[src/sv/spifr_pkg.sv]
`default_nettype none

package spifr_pkg;

  localparam int unsigned HdrBytes = 4;
  localparam logic [7:0] CmdMask = 8'h7F;

  localparam logic [15:0] MaxLenReset = 16'd1024;
  localparam logic [7:0] PolyReset = 8'h07;
  localparam logic [7:0] InitReset = 8'h00;

  typedef enum logic [1:0] {
    ReqSelect  = 2'd0,
    ReqByte    = 2'd1,
    ReqRelease = 2'd2
  } req_type_e;

  typedef enum logic [2:0] {
    EvNeedMore = 3'd0,
    EvGood     = 3'd1,
    EvBadCrc   = 3'd2,
    EvTooLong  = 3'd3,
    EvIgnored  = 3'd4,
    EvSelect   = 3'd5
  } event_e;

  typedef enum logic [1:0] {
    CfgMaxLen = 2'd0,
    CfgPoly   = 2'd1,
    CfgInit   = 2'd2
  } cfg_index_e;

  // One result as it leaves the block.
  typedef struct packed {
    logic [15:0] payload_index;
    logic [7:0]  payload_byte;
    logic        payload_valid;
    logic [15:0] declared_length;
    logic [6:0]  command;
    event_e      event_code;
  } result_t;

  // MSB-first CRC-8 over one byte, implicit x^8 term.
  function automatic logic [7:0] crc8_step(input logic [7:0] crc, input logic [7:0] b,
                                           input logic [7:0] poly);
    logic [7:0] c;
    c = crc ^ b;
    for (int i = 0; i < 8; i++) begin
      if (c[7]) begin
        c = {c[6:0], 1'b0} ^ poly;
      end else begin
        c = {c[6:0], 1'b0};
      end
    end
    return c;
  endfunction

endpackage

`default_nettype wire

[src/sv/spi_frame_receiver_crc8.sv]
// Length-prefixed SPI frame receiver with CRC-8 check. Each request is one SPI
// event (tuser: chip select asserted, data byte, chip select released) and gives
// exactly one result: an event code, the current command and declared length, and
// for payload bytes the byte with its index. A frame is a command byte (top bit
// dropped), a big-endian 16-bit length and a header CRC, then the payload; the
// MSB-first CRC-8 runs over the masked command, the length bytes and the payload.
// The block takes one request per clock: the frame state and the CRC are updated
// in the cycle a request is accepted, and the result sits in a two-entry output
// buffer, so input stalls only when both entries wait on the output side.
// Configuration writes are taken at once and are meant for idle periods only.
`default_nettype none

module spi_frame_receiver_crc8 (
  input  wire logic        clk_i,
  input  wire logic        rst_ni,
  // Configuration write channel.
  input  wire logic        cfg_valid_i,
  output logic             cfg_ready_o,
  input  wire logic [1:0]  cfg_index_i,
  input  wire logic [15:0] cfg_data_i,
  // Request stream.
  input  wire logic        s_axis_tvalid_i,
  output logic             s_axis_tready_o,
  input  wire logic [7:0]  s_axis_tdata_i,  // [7:0] data_byte
  input  wire logic [1:0]  s_axis_tuser_i,  // [1:0] req_type
  // Result stream.
  output logic             m_axis_tvalid_o,
  input  wire logic        m_axis_tready_i,
  // [6:0] command, [22:7] declared_length, [30:23] payload_byte,
  // [46:31] payload_index, [47] zero
  output logic [47:0]      m_axis_tdata_o,
  output logic [3:0]       m_axis_tuser_o   // [2:0] event_code, [3] payload_valid
);
  import spifr_pkg::*;

  logic [15:0] max_len_q;
  logic [7:0]  poly_q;
  logic [7:0]  crc_init_q;

  logic [2:0]  hdr_cnt_q, hdr_cnt_d;
  logic        done_q, done_d;
  logic [6:0]  cmd_q, cmd_d;
  logic [7:0]  len_hi_q, len_hi_d;
  logic [15:0] len_q, len_d;
  logic [15:0] pay_cnt_q, pay_cnt_d;
  logic [7:0]  crc_q, crc_d;
  logic [7:0]  exp_crc_q, exp_crc_d;

  result_t     res;
  result_t     out_q, skid_q;
  logic        out_valid_q, skid_valid_q;

  logic        in_accept, out_fire;
  logic [7:0]  crc_in;
  logic [7:0]  crc_next;
  logic [15:0] pay_cnt_inc;

  assign cfg_ready_o     = 1'b1;
  assign s_axis_tready_o = !skid_valid_q;
  assign in_accept       = s_axis_tvalid_i && s_axis_tready_o;
  assign out_fire        = out_valid_q && m_axis_tready_i;

  assign crc_in      = (hdr_cnt_q == 3'd0) ? (s_axis_tdata_i & CmdMask) : s_axis_tdata_i;
  assign crc_next    = crc8_step(crc_q, crc_in, poly_q);
  assign pay_cnt_inc = pay_cnt_q + 16'd1;

  always_comb begin
    hdr_cnt_d = hdr_cnt_q;
    done_d    = done_q;
    cmd_d     = cmd_q;
    len_hi_d  = len_hi_q;
    len_d     = len_q;
    pay_cnt_d = pay_cnt_q;
    crc_d     = crc_q;
    exp_crc_d = exp_crc_q;

    res            = '0;
    res.event_code = EvIgnored;

    case (s_axis_tuser_i)
      ReqSelect: begin
        hdr_cnt_d      = '0;
        done_d         = 1'b0;
        cmd_d          = '0;
        len_hi_d       = '0;
        len_d          = '0;
        pay_cnt_d      = '0;
        crc_d          = crc_init_q;
        exp_crc_d      = '0;
        res.event_code = EvSelect;
      end
      ReqRelease: begin
        done_d         = 1'b1;
        hdr_cnt_d      = '0;
        res.event_code = EvSelect;
      end
      ReqByte: begin
        if (!done_q) begin
          res.event_code = EvNeedMore;
          if (hdr_cnt_q < 3'(HdrBytes)) begin
            hdr_cnt_d = hdr_cnt_q + 3'd1;
            case (hdr_cnt_q)
              3'd0: begin
                cmd_d = s_axis_tdata_i[6:0];
                crc_d = crc_next;
              end
              3'd1: begin
                len_hi_d = s_axis_tdata_i;
                crc_d    = crc_next;
              end
              3'd2: begin
                len_d = {len_hi_q, s_axis_tdata_i};
                crc_d = crc_next;
              end
              default: begin
                exp_crc_d = s_axis_tdata_i;
                pay_cnt_d = '0;
                if (len_q > max_len_q) begin
                  done_d         = 1'b1;
                  res.event_code = EvTooLong;
                end else if (len_q == '0) begin
                  done_d         = 1'b1;
                  res.event_code = (crc_q == s_axis_tdata_i) ? EvGood : EvBadCrc;
                end
              end
            endcase
          end else begin
            if (pay_cnt_q < len_q) begin
              res.payload_valid = 1'b1;
              res.payload_byte  = s_axis_tdata_i;
              res.payload_index = pay_cnt_q;
              crc_d             = crc_next;
              pay_cnt_d         = pay_cnt_inc;
            end
            if (pay_cnt_d >= len_q) begin
              done_d         = 1'b1;
              res.event_code = (crc_d == exp_crc_q) ? EvGood : EvBadCrc;
            end
          end
        end
      end
      default: begin
      end
    endcase

    res.command         = cmd_d;
    res.declared_length = len_d;
  end

  always_ff @(posedge clk_i or negedge rst_ni) begin
    if (!rst_ni) begin
      max_len_q  <= MaxLenReset;
      poly_q     <= PolyReset;
      crc_init_q <= InitReset;
    end else if (cfg_valid_i && cfg_ready_o) begin
      case (cfg_index_i)
        CfgMaxLen: max_len_q  <= cfg_data_i;
        CfgPoly:   poly_q     <= cfg_data_i[7:0];
        CfgInit:   crc_init_q <= cfg_data_i[7:0];
        default: begin
        end
      endcase
    end
  end

  always_ff @(posedge clk_i or negedge rst_ni) begin
    if (!rst_ni) begin
      hdr_cnt_q <= '0;
      done_q    <= 1'b0;
      cmd_q     <= '0;
      len_hi_q  <= '0;
      len_q     <= '0;
      pay_cnt_q <= '0;
      crc_q     <= InitReset;
      exp_crc_q <= '0;
    end else if (in_accept) begin
      hdr_cnt_q <= hdr_cnt_d;
      done_q    <= done_d;
      cmd_q     <= cmd_d;
      len_hi_q  <= len_hi_d;
      len_q     <= len_d;
      pay_cnt_q <= pay_cnt_d;
      crc_q     <= crc_d;
      exp_crc_q <= exp_crc_d;
    end
  end

  // Output register with a skid entry behind it.
  always_ff @(posedge clk_i or negedge rst_ni) begin
    if (!rst_ni) begin
      out_valid_q  <= 1'b0;
      skid_valid_q <= 1'b0;
    end else if (skid_valid_q) begin
      if (out_fire) begin
        skid_valid_q <= 1'b0;
      end
    end else if (in_accept) begin
      if (!out_valid_q || out_fire) begin
        out_valid_q <= 1'b1;
      end else begin
        skid_valid_q <= 1'b1;
      end
    end else if (out_fire) begin
      out_valid_q <= 1'b0;
    end
  end

  always_ff @(posedge clk_i) begin
    if (skid_valid_q) begin
      if (out_fire) begin
        out_q <= skid_q;
      end
    end else if (in_accept) begin
      if (!out_valid_q || out_fire) begin
        out_q <= res;
      end else begin
        skid_q <= res;
      end
    end
  end

  assign m_axis_tvalid_o = out_valid_q;
  assign m_axis_tdata_o  = {1'b0, out_q.payload_index, out_q.payload_byte,
                            out_q.declared_length, out_q.command};
  assign m_axis_tuser_o  = {out_q.payload_valid, out_q.event_code};

endmodule

`default_nettype wire

[config.mk]
export PLATFORM = sky130hd
export DESIGN_NAME = spi_frame_receiver_crc8
export DESIGN_NICKNAME = d
export VERILOG_FILES = /design/src/sv/spifr_pkg.sv /design/src/sv/spi_frame_receiver_crc8.sv
export SDC_FILE = /design/constraint.sdc
export NUM_CORES = 1
export LEC_CHECK = 0
export BUFFER_PORTS_ARGS = -buffer_cell sky130_fd_sc_hd__buf_4
export CORE_MARGIN = 10
export CORE_UTILIZATION = 60
export DETAILED_ROUTE_END_ITERATION = 10
export PLACE_DENSITY = 0.82
export SLEW_MARGIN = 40
export SYNTH_ARGS = -nofsm -noshare
export SYNTH_HDL_FRONTEND = slang
export SYNTH_SLANG_ARGS = --single-unit
[constraint.sdc]
create_clock -name clk_i -period 6.6 [get_ports clk_i]
set_input_delay 0.33 -clock clk_i [delete_from_list [all_inputs] [get_ports clk_i]]
set_output_delay 0.33 -clock clk_i [all_outputs]
set_load 0.05 [all_outputs]
==> results.cfg <==
[run_status]
outcome = finished, final reports clean

[yosys]
ys_ff_latch = 203
synth-seq-area-share = 0.437
ys.flop_type = edfxtp_1
synth.top_cell.area_share = 0.239
synth_fp_nets = 1340
syn_area_sq_um = 12800
ys_warn_count = 0
synth_area_leaders = edfxtp_1 24%, dfrtp_1 19%, mux2_2 6.4%
yosysUniqueCellTypes = 109
synth_edf_count = 102
synthArstFlopShare = 0.498
avgSynthCellArea_sq_um = 10.2
synth_largest_area_cell = edfxtp_1
syn_inst = 1250

[routing]
ant_nets = 0
vias = 10200
wirelength_microns = 33400
wl_met1_microns = 14800
routed.top_layer = met4
drcViolationCount = 0
avgRoutedWirePerCell_microns = 21.0
dr_wl_met3_microns = 3390
first_pass_iters = 5
drt_iter0_markers = 1183
wl_met2_microns = 14600
viasPerCell = 6.39

[placement]
dp_cells = 1551
port-buffer-count = 85
globalplace.congestion = 0.942
place_hpwl_microns = 23600

[pwr]
p_int_w = 0.00470
switching_share = 0.456
power.switching_w = 0.00394
p_comb_frac = 0.618
p_per_area_nw_per_um2 = 609
p_leak_nw = 6.14
power_frac_seq = 0.245
p_clk_frac = 0.137
irDropWorstVdd_v = 0.000412

[global_route]
grt_first_pass_wirelength_microns = 53500
antenna_found_initial = 0
grtUsageTotal = 0.230
grt_overflow = 0
grt_max_degree = 61
grt_pass1_vias = 9724

[timing]
setup-tns-final_ns = 0
relSlewSlack = 0.474
post-route-period-util = 0.931
finalHoldViolCount = 0
setup_viol_count_final = 0
tightest_slew_ns = 0.789
finalClockSkew_ns = 0.0255
slew_viol_final = 0
grt_setup_unrepaired = false
fmax_mhz = 163
fin_crit_ns = 6.14

[clock_tree]
cts_setup_buffers = 0
cts_resized = 0
clk_latency_ns = 0.51
htreeDepth = 1
clk_path_buf_depth = 3
cts_root_buffer = clkbuf_16
cts.reportedPaths.clkPinSlew_ns = 0.07
postCtsHoldBufs = 1
clkSinkCount = 203
cts_tree = yes
cts_buffers = 20

[critical_path]
cp_max_fo = 39
arrival_ns = 6.40
slowest_stage = dfrtp_1
crit_top_cell = a21o_1
worst_setup_path_end_kind = register
critPathRequiredTime_ns = 6.85
start_kind = register
slowest_delay_ns = 0.43
path_class = reg -> reg

[finish]
fillers = 1569
area_growth_pct = 10.8
nets = 1389
antenna_cells = 0
layout_common_cells = 178 x nand2_1, 103 x buf_4, 102 x edfxtp_1
drive_above_1_share = 0.208
mostFrequentLayoutCell = nand2_1
fin_cells = 1588

[floorplanning]
dieArea_sq_um = 27600
initial_core_util = 0.609
die_y_microns = 166
rows = 53
die_width_microns = 166
top_level_ports = 88
core_area_sq_um = 21000

[min_path]
holdCritPathClass = in -> reg

[job]
max-cap-violations = 0
[synthesized netlist by cell type, types with 15 or more instances]
cell / instances
nand2_1: 178
edfxtp_1: 102
o21ai_0: 101
dfrtp_1: 97
mux2_2: 73
ha_1: 57
a21oi_1: 56
inv_1: 47
clkbuf_1: 46
nor2_1: 42
and3_1: 36
xnor2_1: 31
xor2_1: 29
a21o_1: 20
nand4_1: 20
nand3_1: 19
o22ai_1: 19
o211ai_1: 15
[per-stage QoR]
step	utilization	worst slack (ns)	hold slack, ns	cell area, sq um	total power (W)
global route	0.675	0.104	0.0273	14200	0.00915
CTS	0.674	0.516	0.0205	14200	0.00856
floorplan	-	0.779	0.0344	12800	0.00620
global placement	0.641	0.720	0.366	13500	0.00721
detailed placement	0.642	0.543	0.371	13500	0.00736
finish	0.675	0.456	0.0185	14200	0.00863
[final timing paths]
| path | start | endpoint | slack (ns) | cells past startpoint |
|---|---|---|---|---|
| min in group asynchronous | rst_ni | len_q[6] | 0.37 | 2 |
| worst min register to register | len_hi_q[0] | len_hi_q[0] | 0.49 | 2 |
| worst max register to register | len_q[1] | m_axis_tuser_o[0] | 0.46 | 29 |
| max in group asynchronous | rst_ni | pay_cnt_q[9] | 5.25 | 3 |
| worst min-delay path | m_axis_tready_i | skid_valid_q | 0.02 | 2 |
| worst max-delay path | len_q[1] | m_axis_tuser_o[0] | 0.46 | 29 |
[power by group through the flow]
stage,combinational (W),clock (W),sequential [W]
after floorplan,0.00373,0,0.00247
after global placement,0.00512,0,0.00210
after detailed placement,0.00524,0,0.00212
after CTS,0.00527,0.00119,0.00210
after global routing,0.00575,0.00125,0.00215
final,0.00534,0.00118,0.00211
[per-layer routing]
metal / vias to the layer above / track usage
li1: 4669 / -
met1: 4914 / 0.335
met2: 502 / 0.346
met3: 68 / 0.0497
met4: 0 / 0.0458
met5: - / 0
[critical path: cells and delay by family (launching register included)]
kind | cells | cell delay (ns)
compound gates | 21 | 3.59
flops | 1 | 0.43
fa+ha+maj | 2 | 0.58
xor+xnor | 1 | 0.25
buf+inv | 3 | 0.61
simple gates | 2 | 0.38
[final cells by class]
| cell class | count | area [sq um] | area share |
|---|---|---|---|
| clock inverters | 6 | 115 | 0.00812 |
| repair buffers | 106 | 815 | 0.0574 |
| multi-input cells | 918 | 6570 | 0.463 |
| clock buffers | 30 | 558 | 0.0393 |
| flip-flops and latches | 203 | 5600 | 0.394 |
| well taps | 275 | 344 | 0.0243 |
| inverters | 50 | 190 | 0.0134 |
[state kept, by name, summed over array words and instances (netlist names), 4 cells and up]
| name | flops |
|---|---|
| max_len_q | 16 |
| cmd_q | 7 |
| m_axis_tdata_o | 47 |
| skid_q | 51 |
| exp_crc_q | 8 |
| len_hi_q | 8 |
| crc_q | 8 |
| m_axis_tuser_o | 4 |
| crc_init_q | 8 |
| len_q | 16 |
| pay_cnt_q | 16 |
| poly_q | 8 |
[cell families (layout without fill, tap and decap cells)]
group	Yosys count	after routing	synth area share
multiplexers	76	76	0.0666
other	2	2	0.000587
AND/OR/NAND/NOR	386	386	0.149
flip-flops	203	203	0.437
adder cells (fa/ha/maj)	57	57	0.0557
AO/OA/AOI/OAI	325	325	0.177
buffers and inverters	129	192	0.0525
XOR/XNOR	72	72	0.0612
Power figures use the tool's default switching activity.
